===== src/hw/rtl/hex_fragment_reassembly_parser_macros.svh =====
// Assertion macros shared by the fragment reassembly parser RTL.
`ifndef HEX_FRAGMENT_REASSEMBLY_PARSER_MACROS_SVH
`define HEX_FRAGMENT_REASSEMBLY_PARSER_MACROS_SVH
`ifndef NO_ASSERTIONS
// The consequent must hold in the same cycle as the antecedent.
`define HFRP_ASSERT_NOW(lbl, ante, cons) \
    lbl: assert property (@(posedge clk) disable iff (!rst_n) (ante) |-> (cons)) \
        else $error("hfrp assertion failed");
// The consequent must hold in the cycle after the antecedent.
`define HFRP_ASSERT_NEXT(lbl, ante, cons) \
    lbl: assert property (@(posedge clk) disable iff (!rst_n) (ante) |=> (cons)) \
        else $error("hfrp assertion failed");
`else
`define HFRP_ASSERT_NOW(lbl, ante, cons)
`define HFRP_ASSERT_NEXT(lbl, ante, cons)
`endif
`endif


===== src/hw/rtl/hfrp_pkg.sv =====
// Types, constants and tables of the fragment reassembly parser.
package hfrp_pkg;

    localparam int MAX_BYTES = 1024;
    localparam int NIB_W     = $clog2(2 * MAX_BYTES + 1);
    localparam logic [NIB_W-1:0] NIB_LIMIT = NIB_W'(2 * MAX_BYTES);

    // Field numbers within one message.
    localparam logic [2:0] FIELD_NONE  = 3'd0;
    localparam logic [2:0] FIELD_FLAG  = 3'd1;
    localparam logic [2:0] FIELD_ID    = 3'd2;
    localparam logic [2:0] FIELD_COUNT = 3'd3;
    localparam logic [2:0] FIELD_DATA  = 3'd4;
    localparam logic [2:0] FIELD_EXTRA = 3'd5;
    localparam logic [2:0] FIELD_STOP  = 3'd7;

    // Flag matcher codes; 1 to 7 are partial matches of the trigger word.
    localparam logic [3:0] FLAG_EMPTY = 4'd0;
    localparam logic [3:0] FLAG_AT    = 4'd1;
    localparam logic [3:0] FLAG_TRIG  = 4'd8;
    localparam logic [3:0] FLAG_F     = 4'd9;
    localparam logic [3:0] FLAG_BAD   = 4'd10;

    localparam logic [1:0] DEC_UNDECIDED = 2'd0;
    localparam logic [1:0] DEC_ACCEPT    = 2'd1;
    localparam logic [1:0] DEC_REJECT    = 2'd2;

    localparam logic [1:0] VERDICT_NONE     = 2'd0;
    localparam logic [1:0] VERDICT_COMPLETE = 2'd1;
    localparam logic [1:0] VERDICT_TRIGGER  = 2'd2;

    localparam logic KIND_BYTE    = 1'b0;
    localparam logic KIND_VERDICT = 1'b1;

    localparam logic [7:0] CHAR_NUL = 8'h00;
    localparam logic [7:0] CHAR_AT  = 8'h40;
    localparam logic [7:0] CHAR_F   = 8'h46;
    localparam logic [7:0] CHAR_SEMI = 8'h3b;
    localparam logic [7:0] CHAR_CR  = 8'h0d;
    localparam logic [7:0] CHAR_LF  = 8'h0a;

    // Characters of "@trigger", indexed by the matcher state.
    localparam logic [7:0] TRIG_CHARS [8] = '{8'h40, 8'h74, 8'h72, 8'h69,
                                              8'h67, 8'h67, 8'h65, 8'h72};

    typedef struct packed {
        logic [7:0] symbol;
        logic       end_of_message;
    } sym_t;

    typedef struct packed {
        logic        kind;
        logic [7:0]  byte_value;
        logic [9:0]  byte_index;
        logic [1:0]  verdict;
        logic [10:0] total_length;
    } res_t;

endpackage


===== src/hw/rtl/hex_fragment_reassembly_parser.sv =====
// Fragment reassembly parser for hex-coded messages: top level.
//
// Usage: message characters enter one word at a time on the sym channel
// (sym_valid, sym_stall, sym). A word with end_of_message set closes the
// message and its symbol is ignored. Results leave on the res channel
// (res_valid, res_stall, res): one decoded data byte for every second data
// character of an accepted fragment, and one verdict word per terminator.
// Characters that produce nothing are consumed silently.
// The input register holds the accepted character while the parser logic
// feeds the result register, from which the receiver takes the result word.
// Throughput is one word per cycle while the receiver does not stall; the state
// update for each character is a single pass through short logic between those two registers.
// After reset the kept fragment id, count and byte index are zero and the
// parser waits for the first field of a new message.
// When the receiver stalls, the result word holds; the input register then
// fills and sym_stall rises until the result is taken.
module hex_fragment_reassembly_parser (
    input  logic          clk,
    input  logic          rst_n,
    input  logic          sym_valid,
    output logic          sym_stall,
    input  hfrp_pkg::sym_t sym,
    output logic          res_valid,
    input  logic          res_stall,
    output hfrp_pkg::res_t res
);
    import hfrp_pkg::*;

    `include "hex_fragment_reassembly_parser_macros.svh"

    logic             s1_valid_reg, s1_valid_next;
    sym_t             s1_item_reg, s1_item_next;
    logic             res_valid_reg, res_valid_next;
    res_t             res_reg, res_next;

    logic [7:0]       last_id_reg, last_id_next;
    logic [7:0]       frag_count_reg, frag_count_next;
    logic [NIB_W-1:0] nib_index_reg, nib_index_next;
    logic [7:0]       pending_reg, pending_next;
    logic [2:0]       field_reg, field_next;
    logic             delim_run_reg, delim_run_next;
    logic [3:0]       flag_reg, flag_next;
    logic [8:0]       acc_reg, acc_next;
    logic [7:0]       header_id_reg, header_id_next;
    logic [1:0]       decision_reg, decision_next;

    logic             res_ready;
    logic             advance;
    logic             emit;
    res_t             result;
    logic [NIB_W-1:0] half_index;
    logic [4:0]       hex;
    logic [11:0]      acc_times_ten;
    logic [7:0]       c;

    function automatic logic [4:0] hex_decode(input logic [7:0] ch);
        logic [4:0] r;
        r = 5'd0;
        if (ch inside {[8'h30:8'h39]})
        begin
            r = {1'b1, 4'(ch - 8'h30)};
        end
        else if (ch inside {[8'h41:8'h46]})
        begin
            r = {1'b1, 4'(ch - 8'h37)};
        end
        else if (ch inside {[8'h61:8'h66]})
        begin
            r = {1'b1, 4'(ch - 8'h57)};
        end
        return r;
    endfunction

    assign res_ready = !res_valid_reg || !res_stall;
    assign advance   = s1_valid_reg && res_ready;
    assign sym_stall = s1_valid_reg && !res_ready;
    assign res_valid = res_valid_reg;
    assign res       = res_reg;
    assign c         = s1_item_reg.symbol;
    assign hex       = hex_decode(c);
    assign half_index = nib_index_reg >> 1;

    // Input register: a new word enters whenever the held one moves on.
    always_comb
    begin
        s1_valid_next = s1_valid_reg;
        s1_item_next  = s1_item_reg;
        if (!sym_stall)
        begin
            s1_valid_next = sym_valid;
            s1_item_next  = sym;
        end
    end

    // Parser state update for the word in the input register.
    always_comb
    begin
        last_id_next    = last_id_reg;
        frag_count_next = frag_count_reg;
        nib_index_next  = nib_index_reg;
        pending_next    = pending_reg;
        field_next      = field_reg;
        delim_run_next  = delim_run_reg;
        flag_next       = flag_reg;
        acc_next        = acc_reg;
        header_id_next  = header_id_reg;
        decision_next   = decision_reg;
        emit            = 1'b0;
        result          = '0;
        acc_times_ten   = '0;

        if (s1_item_reg.end_of_message)
        begin
            emit        = 1'b1;
            result.kind = KIND_VERDICT;
            if (flag_reg == FLAG_TRIG)
            begin
                result.verdict = VERDICT_TRIGGER;
            end
            else if (decision_reg == DEC_ACCEPT && frag_count_reg != 8'd0 &&
                     ({1'b0, last_id_reg} + 9'd1) == {1'b0, frag_count_reg})
            begin
                result.verdict      = VERDICT_COMPLETE;
                result.total_length = 11'(half_index);
            end
            field_next     = FIELD_NONE;
            delim_run_next = 1'b1;
            flag_next      = FLAG_EMPTY;
            acc_next       = '0;
            header_id_next = '0;
            decision_next  = DEC_UNDECIDED;
        end
        else if (field_reg != FIELD_STOP)
        begin
            if (c == CHAR_NUL)
            begin
                field_next = FIELD_STOP;
            end
            else if (c == CHAR_SEMI || c == CHAR_CR || c == CHAR_LF)
            begin
                delim_run_next = 1'b1;
            end
            else
            begin
                // The first character after a delimiter run opens the next field, up to the extra field.
                if (delim_run_reg)
                begin
                    delim_run_next = 1'b0;
                    case (field_reg)
                        FIELD_FLAG:
                        begin
                            acc_next = '0;
                        end
                        FIELD_ID:
                        begin
                            header_id_next = acc_reg[7:0];
                            acc_next       = '0;
                        end
                        FIELD_COUNT:
                        begin
                            if (flag_reg != FLAG_F)
                            begin
                                decision_next = DEC_REJECT;
                            end
                            else if (header_id_reg == 8'd0)
                            begin
                                decision_next   = DEC_ACCEPT;
                                last_id_next    = 8'd0;
                                frag_count_next = acc_reg[7:0];
                                nib_index_next  = '0;
                            end
                            else if (({1'b0, last_id_reg} + 9'd1) == {1'b0, header_id_reg} &&
                                     frag_count_reg == acc_reg[7:0])
                            begin
                                decision_next = DEC_ACCEPT;
                                last_id_next  = header_id_reg;
                            end
                            else
                            begin
                                decision_next = DEC_REJECT;
                            end
                        end
                        default:
                        begin
                        end
                    endcase
                    if (field_reg < FIELD_EXTRA)
                    begin
                        field_next = field_reg + 3'd1;
                    end
                end

                case (field_next)
                    FIELD_FLAG:
                    begin
                        if (flag_reg == FLAG_EMPTY)
                        begin
                            flag_next = (c == CHAR_AT) ? FLAG_AT : FLAG_BAD;
                        end
                        else if (flag_reg inside {[4'd1:4'd7]})
                        begin
                            if (c == TRIG_CHARS[flag_reg[2:0]])
                            begin
                                flag_next = flag_reg + 4'd1;
                            end
                            else if (flag_reg == FLAG_AT && c == CHAR_F)
                            begin
                                flag_next = FLAG_F;
                            end
                            else
                            begin
                                flag_next = FLAG_BAD;
                            end
                        end
                        else if (flag_reg != FLAG_TRIG)
                        begin
                            flag_next = FLAG_BAD;
                        end
                    end
                    FIELD_ID, FIELD_COUNT:
                    begin
                        if (!acc_next[8])
                        begin
                            if (c inside {[8'h30:8'h39]})
                            begin
                                acc_times_ten = {1'b0, acc_next[7:0], 3'b000} +
                                                {3'b000, acc_next[7:0], 1'b0} +
                                                {8'd0, 4'(c - 8'h30)};
                                acc_next = (acc_times_ten > 12'd255) ? 9'd255 :
                                           {1'b0, acc_times_ten[7:0]};
                            end
                            else
                            begin
                                acc_next[8] = 1'b1;
                            end
                        end
                    end
                    FIELD_DATA:
                    begin
                        if (decision_next == DEC_ACCEPT && nib_index_next < NIB_LIMIT)
                        begin
                            if (!nib_index_next[0])
                            begin
                                if (hex[4])
                                begin
                                    pending_next = {4'd0, hex[3:0]};
                                end
                            end
                            else
                            begin
                                pending_next      = {pending_reg[3:0],
                                                     hex[4] ? hex[3:0] : 4'd0};
                                emit              = 1'b1;
                                result.kind       = KIND_BYTE;
                                result.byte_value = pending_next;
                                result.byte_index = 10'(nib_index_next >> 1);
                            end
                            nib_index_next = nib_index_next + NIB_W'(1);
                        end
                    end
                    default:
                    begin
                    end
                endcase
            end
        end
    end

    always_comb
    begin
        res_valid_next = res_valid_reg;
        res_next       = res_reg;
        if (res_ready)
        begin
            res_valid_next = advance && emit;
            res_next       = result;
        end
    end

    always_ff @(posedge clk or negedge rst_n)
    begin
        if (!rst_n)
        begin
            s1_valid_reg   <= 1'b0;
            res_valid_reg  <= 1'b0;
            last_id_reg    <= '0;
            frag_count_reg <= '0;
            nib_index_reg  <= '0;
            pending_reg    <= '0;
            field_reg      <= FIELD_NONE;
            delim_run_reg  <= 1'b1;
            flag_reg       <= FLAG_EMPTY;
            acc_reg        <= '0;
            header_id_reg  <= '0;
            decision_reg   <= DEC_UNDECIDED;
        end
        else
        begin
            s1_valid_reg  <= s1_valid_next;
            res_valid_reg <= res_valid_next;
            if (advance)
            begin
                last_id_reg    <= last_id_next;
                frag_count_reg <= frag_count_next;
                nib_index_reg  <= nib_index_next;
                pending_reg    <= pending_next;
                field_reg      <= field_next;
                delim_run_reg  <= delim_run_next;
                flag_reg       <= flag_next;
                acc_reg        <= acc_next;
                header_id_reg  <= header_id_next;
                decision_reg   <= decision_next;
            end
        end
    end

    always_ff @(posedge clk)
    begin
        s1_item_reg <= s1_item_next;
        res_reg     <= res_next;
    end

    `HFRP_ASSERT_NOW(a_nib_bound, 1'b1, nib_index_reg <= NIB_LIMIT)
    `HFRP_ASSERT_NOW(a_byte_clean, res_valid_reg && res_reg.kind == KIND_BYTE,
        res_reg.verdict == VERDICT_NONE && res_reg.total_length == 11'd0)
    `HFRP_ASSERT_NOW(a_len_only_complete,
        res_valid_reg && res_reg.verdict != VERDICT_COMPLETE,
        res_reg.total_length == 11'd0)
    `HFRP_ASSERT_NEXT(a_stall_holds_word, sym_stall, s1_valid_reg && $stable(s1_item_reg))

endmodule

===== config.mk =====
export PLATFORM = sky130hd
export DESIGN_NAME = hex_fragment_reassembly_parser
export DESIGN_NICKNAME = d
export VERILOG_FILES = /design/src/hw/rtl/hfrp_pkg.sv /design/src/hw/rtl/hex_fragment_reassembly_parser.sv
export VERILOG_INCLUDE_DIRS = /design/src /design/src/hw/rtl
export SDC_FILE = /design/constraint.sdc
export NUM_CORES = 1
export LEC_CHECK = 0
export BUFFER_PORTS_ARGS = -buffer_cell sky130_fd_sc_hd__buf_2
export CAP_MARGIN = 20
export CORE_AREA = 2 2 103 105
export CTS_BUF_LIST = sky130_fd_sc_hd__clkbuf_16
export DETAILED_ROUTE_END_ITERATION = 12
export DIE_AREA = 0 0 105 107
export GPL_TIMING_DRIVEN = 0
export PLACE_DENSITY = 0.88
export SYNTH_ARGS = -nofsm -noshare
export SYNTH_HDL_FRONTEND = slang
export SYNTH_SLANG_ARGS = --single-unit

===== constraint.sdc =====
create_clock -name clk -period 4.7 [get_ports clk]
set_input_delay 0.705 -clock clk [delete_from_list [all_inputs] [get_ports clk]]
set_output_delay 0.705 -clock clk [all_outputs]
set_load 0.03 [all_outputs]

==> summary.md, run 1 <==
| Metric | Value |
|---|---|
| Outcome | finished, final reports clean |
| H-tree Lvls | 3 |
| Net switching share of the total power | 0.304 |
| Largest cells by area after synthesis | dfrtp_1 25%, edfxtp_1 20%, ha_1 7.0% |
| Largest net degree at the start of global routing | 34 |
| TritonCTS clock tree | done |
| Post-CTS Setup Bufs | 0 |
| Die area | 11,200 µm² |
| Core area | 10,100 µm² |
| DR DRC count | 0 |
| Starting density of the core | 0.599 |
| Die Y | 107 µm |
| Routed via count | 4,683 |
| Fin crit share | 0.911 |
| Die width | 105 µm |
| Ys Warns | 0 |
| Crit-path max cell delay | 0.77 ns |
| Vias in the first global route | 4,508 |
| CTS Sinks | 102 |
| CP max-delay cell | o311ai_1 |
| Pleak | 3.00 nW |
| Syn_area_per_cell | 10.5 µm² |
| Drt total wl | 12,900 µm |
| Clock buffer depth | 2 |
| Root Driver | clkbuf_16 |
| Layout overhead on the synthesized area | 12.3% |
| Num rows | 37 |
| Slew headroom | 0.254 |
| Detailed Place HPWL | 9630 µm |
| Post-Syn Nets | 627 |
| Setup TNS | 0 ns |
| IO Port Bufs | 46 |
| Area leader, netlist | dfrtp_1 |
| Tmin final | 4.28 ns |
| Post-synth EDFFs | 41 |
| Sequential share of the synthesized area | 0.456 |
| Clock share of power | 0.349 |
| Critical setup path kind | flip-flop to flip-flop |
| Drt wl/cell | 16.6 µm |
| Diodes inserted | 0 |
| Top-area cell type share of the netlist area | 0.248 |
| Clock Pin Slew Worst Setup and Hold Paths | 0.08 ns |
| Flop2flop setup slack | 0.42 ns |
| Post-Syn Instances | 578 |
| Max Freq | 234 MHz |
| Gr ovfl total | 0 |
| Crit path required time | 4.99 ns |
| # fillers | 772 |
| Maximum capacitance violations | 0 |
| Share of layout cells above drive strength 1 | 0.156 |
| Post-Syn Area | 6050 µm² |
| Maximum vdd drop | 0.000186 V |
| Fin. Hold Viols | 0 |
| Post-layout net count | 686 |
| Clock Latency Late Sink | 0.35 ns |
| Final Setup Violations | 0 |
| Startpoint types | flip-flop |
| Top_reg_cell synth | dfrtp_1 |
| # resized after CTS | 0 |
| Top cells by count, synth | 60 x dfrtp_1, 41 x edfxtp_1, 38 x and2_1, 38 x nand2_1, 36 x o21ai_0 |
| Int Power | 1.48 mW |
| Cell variety after synth | 66 |
| Initial DRC Count | 317 |
| RSZ-0062 raised after global routing | no |
| Most frequent cell on the critical path | inv_1 |
| Actual slew at the worst max-slew pin | 1.11 ns |
| Cell area power density | 313 nW/µm² |
| Worst path bufs/invs | 3 |
| Hold WC Path Type | input pin to asynchronous set/reset pin |
| CTS Buf Count | 9 |
| Final max-slew violation count | 0 |
| Register bit count reported by yosys | 102 |
| Gpl congestion | 0.926 |
| Comb pwr share | 0.171 |
| Switching power | 0.647 mW |
| Total track usage | 0.238 |
| Final Util | 0.673 |
| Count leader, synth | dfrtp_1 |
| Hold_buf cts | 0 |
| Number of flip-flops in the largest register | 32 |
| Final Skew | 0.00945 ns |
| Worst Path Max Fanout | 10 |
| Reg power frac | 0.481 |
| Initial antenna violation count | 0 |
| Vias per std cell | 6.02 |
| IO Pins | 47 |
| Initial DRT Pass Iterations | 5 |
| Post-synth ARST share | 0.598 |
| Worst path top cell family by delay | compound AO/OA/AOI/OAI gates |
| Global-route wire length before repair | 21,500 µm |
| CP Cell Sequence | inv_1, ha_1, o21ai_1, and2_1, inv_1, fa_1, inv_1, fa_1, a21oi_1, nor2_1, nor2_1, nor4_1, o311ai_1, o221ai_1, nand2_1 |
| CP Data Arrival Time | 4.57 ns |
| Crit. End Element | flip-flop |
| Antenna Nets Post-Route | 0 |
final cells by class:
cell class	count	area, µm²	area share
Timing Repair Buffer	48	278	0.0409
Multi-Input combinational cell	417	3050	0.449
Sequential cell	102	2760	0.406
Buffer	27	118	0.0173
Clock buffer	9	225	0.0332
Clock inverter	7	71.3	0.0105
Inverter	32	120	0.0177
Tap cell	136	170	0.0251
kinds of logic after synthesis:
logic type / count (synthesis) / share of synthesized area
and+or+nand+nor: 211 / 0.198
adders and majority gates: 36 / 0.0770
AOI/OAI and AO/OA: 103 / 0.113
muxes: 27 / 0.0495
buffers and inverters: 59 / 0.0393
xor gates and xnor gates: 40 / 0.0670
DFF: 102 / 0.456
power by group through the flow:
| stage | clock [mW] | combinational (mW) | sequential (mW) |
|---|---|---|---|
| 2_1_floorplan | 0 | 0.206 | 1.08 |
| 3_3_place_gp | 0 | 0.337 | 1.04 |
| 3_5_place_dp | 0 | 0.356 | 1.04 |
| 4_1_cts | 0.746 | 0.359 | 1.02 |
| 5_1_grt | 0.772 | 0.398 | 1.03 |
| 6_report | 0.741 | 0.362 | 1.02 |
layout by cell type (no fill, tap or decap), drive strengths merged, types with 11 or more instances in the layout:
master | netlist | layout
dfrtp | 60 | 60
buf | 4 | 52
edfxtp | 41 | 41
nand2 | 38 | 38
and2 | 38 | 38
o21ai | 38 | 38
inv | 32 | 38
ha | 34 | 34
clkbuf | 23 | 32
xnor2 | 29 | 29
nor2 | 27 | 27
mux2 | 23 | 23
nor3 | 19 | 19
nand3 | 17 | 17
a21oi | 15 | 15
nor2b | 14 | 14
nand3b | 12 | 12
nand4 | 11 | 11
worst paths after layout:
kind	start	to	cells past startpoint
hold / removal	rst_n	acc_reg[6]	1
hold reg to reg	pending_reg[3]	pending_reg[3]	1
min in group clk	pending_reg[3]	pending_reg[3]	1
max in group asynchronous	rst_n	nib_index_reg[6]	2
setup / recovery	field_reg[0]	acc_reg[7]	15
setup reg to reg	field_reg[0]	acc_reg[7]	15
stage by stage:
step | cells | setup slack, ns | hold slack, ns | area, µm² | power, mW
floorplan | 578 | 1.03 | 0.409 | 6050 | 1.28
global placement | 760 | 0.534 | 0.482 | 6450 | 1.37
detailed placement | 762 | 0.463 | 0.488 | 6490 | 1.39
CTS | 778 | 0.442 | 0.417 | 6790 | 2.13
global route | 778 | 0.0201 | 0.443 | 6790 | 2.20
finish | 778 | 0.419 | 0.386 | 6790 | 2.13
worst reg2reg max path, delay by kind of cell (launching register included):
kind,cells,cell delay (ns)
AOI/OAI and AO/OA,4,1.69
DFF,1,0.45
buffers and inverters,3,0.25
adders and majority gates,3,1.15
and+or+nand+nor,5,0.70
per-layer routing:
metal / share of wire / track usage / vias to the layer above / wire, µm
met3: 0.059 / 0.0298 / 20 / 769
met2: 0.49 / 0.407 / 181 / 6370
li1: - / - / 2217 / -
met5: 0 / 0 / - / 0
met1: 0.43 / 0.315 / 2265 / 5580
met4: 0.016 / 0.0829 / 0 / 206
(Power assumes the default switching activity.)
==> run 2: changes to the inputs <==
--- a/config.mk
+++ b/config.mk
@@ -14,6 +14,7 @@
 export DIE_AREA = 0 0 105 107
 export GPL_TIMING_DRIVEN = 0
 export PLACE_DENSITY = 0.88
+export RECOVER_POWER = 100
 export SYNTH_ARGS = -nofsm -noshare
 export SYNTH_HDL_FRONTEND = slang
 export SYNTH_SLANG_ARGS = --single-unit
==> run 2 against run 1 <==
Compared with the run above:
- fmax shrank 0.32%
- cell count is the same
- the flow now finishes with violations (max-capacitance violations, max-slew violations)
- via count grew 0.11%
- worst hold slack gained 0.12 ns
- first-iteration DRC count grew 0.95%
- global-route usage is the same
- core utilization shrank 1.1 points
- count of clock-buffer cells in the layout is the same
- non-clock buffer count is the same
- combinational power shrank 4%
==> summary.md, run 2 (synthesis gave the netlist of run 1 again) <==
| Metric | Value |
|---|---|
| Largest net degree at the start of global routing | 34 |
| CTS Sinks | 102 |
| # fillers | 804 |
| Die width | 105 µm |
| CP max-delay cell | o311ai_1 |
| Final max-slew violation count | 64 |
| H-tree Lvls | 3 |
| Fin crit share | 0.914 |
| Tmin final | 4.29 ns |
| Die area | 11,200 µm² |
| M2 GR Usage | 0.407 |
| Pleak | 2.82 nW |
| Max Freq | 233 MHz |
| Total Power | 2.11 mW |
| DR DRC count | 0 |
| Reg power frac | 0.484 |
| Most frequent cell on the critical path | inv_1 |
| Startpoint types | flip-flop |
| Clock share of power | 0.351 |
| Fin. Hold Viols | 0 |
| Maximum vdd drop | 0.000184 V |
| Initial antenna violation count | 0 |
| Worst Path Max Fanout | 10 |
| Slew headroom | -0.190 |
| Global-route wire length before repair | 21,500 µm |
| Maximum capacitance violations | 2 |
| Setup TNS | 0 ns |
| Outcome | finished, violations left |
| Crit. End Element | flip-flop |
| Core area | 10,100 µm² |
| RSZ-0062 raised after global routing | no |
| Multi-input gate area | 3030 µm² |
| Num rows | 37 |
| Worst setup path startpoint | field_reg[0] |
| Clock Latency Late Sink | 0.35 ns |
| Drt total wl | 13,000 µm |
| Total track usage | 0.238 |
| Layer with the highest usage | met2 |
| Clock Pin Slew Worst Setup and Hold Paths | 0.08 ns |
| Routed via count | 4,688 |
| Worst Reg-to-Reg Cells | 15 |
| Clock buffer depth | 2 |
| Post-layout net count | 686 |
| Worst reg2reg endpoint | acc_reg[7] |
| CP Cell Sequence | inv_1, ha_1, o21ai_1, and2_1, inv_1, fa_1, inv_1, fa_1, a21oi_1, nor2_1, nor2_1, nor4_1, o311ai_1, o221ai_1, nand2_1 |
| TritonCTS clock tree | done |
| Cell area power density | 316 nW/µm² |
| Commonest non-fill, non-tap cells in the layout | 62 x clkbuf_1, 60 x dfrtp_1, 41 x edfxtp_1 |
| Crit-path max cell delay | 0.77 ns |
| Net switching share of the total power | 0.306 |
| Routing usage on met3 | 0.0298 |
| Most common cell after layout, fill and taps aside | clkbuf_1 |
| Violated checks | max-capacitance violations, max-slew violations |
| Initial DRC Count | 320 |
| Share of layout cells above drive strength 1 | 0.0888 |
| Crit path required time | 4.99 ns |
| IO Pins | 47 |
| GR Util met1 | 0.315 |
| Final Setup Violations | 0 |
| # resized after CTS | 0 |
| Diodes inserted | 0 |
| Hold WC Path Type | flip-flop to flip-flop |
| FF+latch area | 2760 µm² |
| Vias in the first global route | 4,508 |
| Layout overhead on the synthesized area | 10.5% |
| IO Port Bufs | 46 |
| Flop2flop setup slack | 0.41 ns |
| Initial DRT Pass Iterations | 5 |
| Post-CTS Setup Bufs | 0 |
| Vias per std cell | 6.03 |
| Critical setup path kind | flip-flop to flip-flop |
| Die Y | 107 µm |
| Int Power | 1.47 mW |
| Antenna Nets Post-Route | 0 |
| Critical path destination | acc_reg[7] |
| Number of flip-flops in the largest register | 32 |
| Starting density of the core | 0.599 |
| CP Data Arrival Time | 4.58 ns |
| Crit Reg-Reg Startpoint | field_reg[0] |
| CTS Buf Count | 9 |
| Drt wl/cell | 16.7 µm |
| Final Util | 0.662 |
| Final Cell Area | 6680 µm² |
| Actual slew at the worst max-slew pin | 1.79 ns |
| Root Driver | clkbuf_16 |
| Final Skew | 0.0113 ns |
| Comb pwr share | 0.165 |
| Gr ovfl total | 0 |
| Hold_buf cts | 0 |
| Switching power | 0.647 mW |
| Detailed Place HPWL | 9630 µm |
| Placed cell areas | 6490 µm² |
| Gpl congestion | 0.926 |
[run 2: cell types whose count changed in the layout (fill, tap and decap cells not counted), sizes merged]
cell	previous run	this run
buf	52	13
clkbuf	32	71
[run 2: critical path, delay by kind of cell (launching register included)]
kind / cells / cell delay, ns
compound gates: 4 / 1.70
fa+ha+maj: 3 / 1.15
simple gates: 5 / 0.70
flops: 1 / 0.45
buf+inv: 3 / 0.25
[run 2: through the flow]
step                hold slack, ns  std cells  setup WS, ns
CTS                          0.417        778         0.442
detailed placement           0.488        762         0.463
finish                       0.503        778         0.405
floorplan                    0.409        578          1.03
global placement             0.482        760         0.534
global route                 0.522        778        0.0201
[run 2: how the worst min path moves through the flow]
stage                   start              to  slack, ns  cells past startpoint
6_report       pending_reg[3]  pending_reg[3]       0.50                      1
5_1_grt                sym[8]            c[7]       0.52                      1
4_1_cts                 rst_n      acc_reg[6]       0.42                      1
3_5_place_dp   pending_reg[3]  pending_reg[3]       0.49                      1
3_3_place_gp   pending_reg[0]  pending_reg[0]       0.48                      1
2_1_floorplan           rst_n      acc_reg[0]       0.41                      0
[run 2: power groups by stage]
stage | sequential, mW | combinational, mW | clock (mW)
global placement | 1.04 | 0.337 | 0
floorplan | 1.08 | 0.206 | 0
global route | 1.03 | 0.384 | 0.772
finish | 1.02 | 0.348 | 0.743
CTS | 1.02 | 0.359 | 0.746
detailed placement | 1.04 | 0.356 | 0
[run 2: layout make-up]
type                       instances  share of cell area
timing repair buffer              48              0.0288
sequential                       102               0.413
tap                              136              0.0255
clock inverter                     7              0.0107
buffer                            27              0.0174
multi-input combinational        417               0.453
inverter                          32              0.0180
clock buffer                       9              0.0337
[run 2: per-layer routing]
layer  vias to the layer above  part of all wire
met1                      2243              0.43
met5                         -                 0
li1                       2209                 -
met2                       208              0.49
met3                        28             0.059
met4                         0             0.021
==> run 3: changes to the inputs <==
--- a/config.mk
+++ b/config.mk
@@ -8,13 +8,14 @@
 export LEC_CHECK = 0
 export BUFFER_PORTS_ARGS = -buffer_cell sky130_fd_sc_hd__buf_2
 export CAP_MARGIN = 20
-export CORE_AREA = 2 2 103 105
+export CORE_AREA = 2 2 108 110
 export CTS_BUF_LIST = sky130_fd_sc_hd__clkbuf_16
 export DETAILED_ROUTE_END_ITERATION = 12
-export DIE_AREA = 0 0 105 107
+export DIE_AREA = 0 0 110 112
 export GPL_TIMING_DRIVEN = 0
-export PLACE_DENSITY = 0.88
+export PLACE_DENSITY = 0.84
 export RECOVER_POWER = 100
 export SYNTH_ARGS = -nofsm -noshare
 export SYNTH_HDL_FRONTEND = slang
 export SYNTH_SLANG_ARGS = --single-unit
+export TNS_END_PERCENT = 20
==> constraint.sdc (replaced) <==
create_clock -name clk -period 3.7 [get_ports clk]
set_input_delay 0.555 -clock clk [delete_from_list [all_inputs] [get_ports clk]]
set_output_delay 0.555 -clock clk [all_outputs]
set_load 0.03 [all_outputs]
==> run 3 against run 2 <==
Compared with the run above:
- the run still ends with max-capacitance violations, max-slew violations left
- power increased by 31%
- fmax is 22% higher
- setup slack got worse by 0.23 ns
- flip-flop and latch count is the same
- first-iteration DRC count is 12% lower
- cell count is 1.5% higher
- sequential power up 28%
- global-route usage fell by 0.47 points
- sequential share of layout area is 0.75 points lower
- register-to-register slack lost 0.23 ns
- non-clock buffer count up 5
- worst hold slack got worse by 0.13 ns
- largest cell class unchanged
==> summary.md, run 3 (synthesis gave the netlist of run 1 again) <==
| Metric | Value |
|---|---|
| Worst Path Max Fanout | 8 |
| Violated checks | max-capacitance violations, max-slew violations |
| Vias per std cell | 5.96 |
| Final Skew | 0.00935 ns |
| Cell area power density | 406 nW/µm² |
| Tmin final | 3.52 ns |
| Slew headroom | -0.286 |
| Fin crit share | 0.952 |
| Worst setup path startpoint | field_reg[0] |
| Detailed Place HPWL | 9890 µm |
| Initial DRT Pass Iterations | 5 |
| Crit. End Element | flip-flop |
| Initial DRC Count | 283 |
| # fillers | 912 |
| Die width | 110 µm |
| Max Freq | 284 MHz |
| Antenna Nets Post-Route | 0 |
| Pleak | 2.86 nW |
| Maximum capacitance violations | 1 |
| Root Driver | clkbuf_16 |
| Largest net degree at the start of global routing | 42 |
| Startpoint types | flip-flop |
| CP Data Arrival Time | 3.76 ns |
| Actual slew at the worst max-slew pin | 1.93 ns |
| Core area | 11,200 µm² |
| Number of flip-flops in the largest register | 32 |
| Fin Hold WS | 0.370 ns |
| CTS Sinks | 102 |
| Hold_buf cts | 0 |
| Final Setup Violations | 0 |
| Min-Delay Startpoint | sym[5] |
| Global-route wire length before repair | 22,400 µm |
| Starting density of the core | 0.541 |
| Die area | 12,300 µm² |
| Layout overhead on the synthesized area | 12.6% |
| Gpl congestion | 0.935 |
| Routed via count | 4,706 |
| DR DRC count | 0 |
| Final max-slew violation count | 42 |
| IO Pins | 47 |
| Multi-input gate area | 3080 µm² |
| Initial antenna violation count | 0 |
| TritonCTS clock tree | done |
| Diodes inserted | 0 |
| Clock Pin Slew Worst Setup and Hold Paths | 0.07 ns |
| Commonest non-fill, non-tap cells in the layout | 58 x clkbuf_1, 58 x dfrtp_1, 41 x edfxtp_1 |
| Clock buffer depth | 2 |
| Drt total wl | 13,700 µm |
| Die Y | 112 µm |
| Fin. Hold Viols | 0 |
| H-tree Lvls | 3 |
| Critical setup path kind | flip-flop to flip-flop |
| Crit path required time | 3.94 ns |
| Crit Reg-Reg Startpoint | field_reg[0] |
| Non-Filler Instances | 790 |
| FF+latch area | 2760 µm² |
| IO Port Bufs | 46 |
| Share of layout cells above drive strength 1 | 0.121 |
| Vias in the first global route | 4,598 |
| Drt wl/cell | 17.3 µm |
| Post-layout net count | 691 |
| Total Power | 2.76 mW |
| Total track usage | 0.233 |
| Outcome | finished, violations left |
| Inst Count DP | 769 |
| Num rows | 39 |
| Clock Latency Late Sink | 0.35 ns |
| Maximum vdd drop | 0.000223 V |
| Hold WC Path Type | input pin to flip-flop |
| CTS Buf Count | 9 |
| Gr ovfl total | 0 |
[run 3: power by group]
group / internal [mW] / switching (mW) / leakage [nW]
logic: 0.160 / 0.317 / 1.46
registers: 1.25 / 0.0615 / 1.26
clock network: 0.532 / 0.446 / 0.143
[run 3: final timing paths]
kind                                        to  slack (ns)  depth (start not counted)
worst min-delay path                      c[4]        0.37                          1
min in group asynchronous       last_id_reg[7]        0.38                          1
max in group asynchronous         field_reg[1]        0.70                          2
worst min register to register  pending_reg[0]        0.52                          1
worst max register to register      acc_reg[2]        0.18                         16
worst max-delay path                acc_reg[2]        0.18                         16
[run 3: what timing repair did]
item	in CTS	in global routing
buffers inserted	3	3
resized for setup	5	6
endpoints found under the setup margin	8	8
pin swaps	2	2
[run 3: stage by stage]
step	util	setup WS, ns	TNS (ns)	cell area (µm²)
after floorplan	-	0.0265	0	6050
after global placement	0.578	-0.591	-4.41	6460
after detailed placement	0.582	-0.756	-5.55	6500
after CTS	0.613	0.0423	0	6850
after global routing	0.609	-0.0573	-0.109	6810
final	0.609	0.178	0	6810
[run 3: critical path, stage by stage, from the launching register on]
cell	delay [ns]
dfrtp_2	0.40
inv_1	0.08
ha_1	0.25
o21ai_4	0.25
and2_4	0.19
inv_1	0.05
fa_1	0.47
inv_1	0.07
ha_1	0.30
a21o_1	0.17
a21oi_2	0.18
o21bai_1	0.12
nor4_2	0.30
o311ai_2	0.11
buf_4	0.19
o221ai_1	0.20
nand2_1	0.07
[run 3: routing by layer]
| metal | share of wire | wire (µm) | GRT usage |
|---|---|---|---|
| met5 | 0 | 0 | 0 |
| met4 | 0.032 | 436 | 0.109 |
| met3 | 0.045 | 609 | 0.0287 |
| met2 | 0.49 | 6750 | 0.379 |
| met1 | 0.43 | 5890 | 0.309 |
[run 3: layout make-up]
type / count / share of cell area
Clock inverter: 7 / 0.0118
Timing Repair Buffer: 54 / 0.0364
Multi-Input combinational cell: 417 / 0.453
Inverter: 32 / 0.0176
Buffer: 26 / 0.0167
Sequential cell: 102 / 0.405
Clock buffer: 9 / 0.0331
Tap cell: 143 / 0.0263
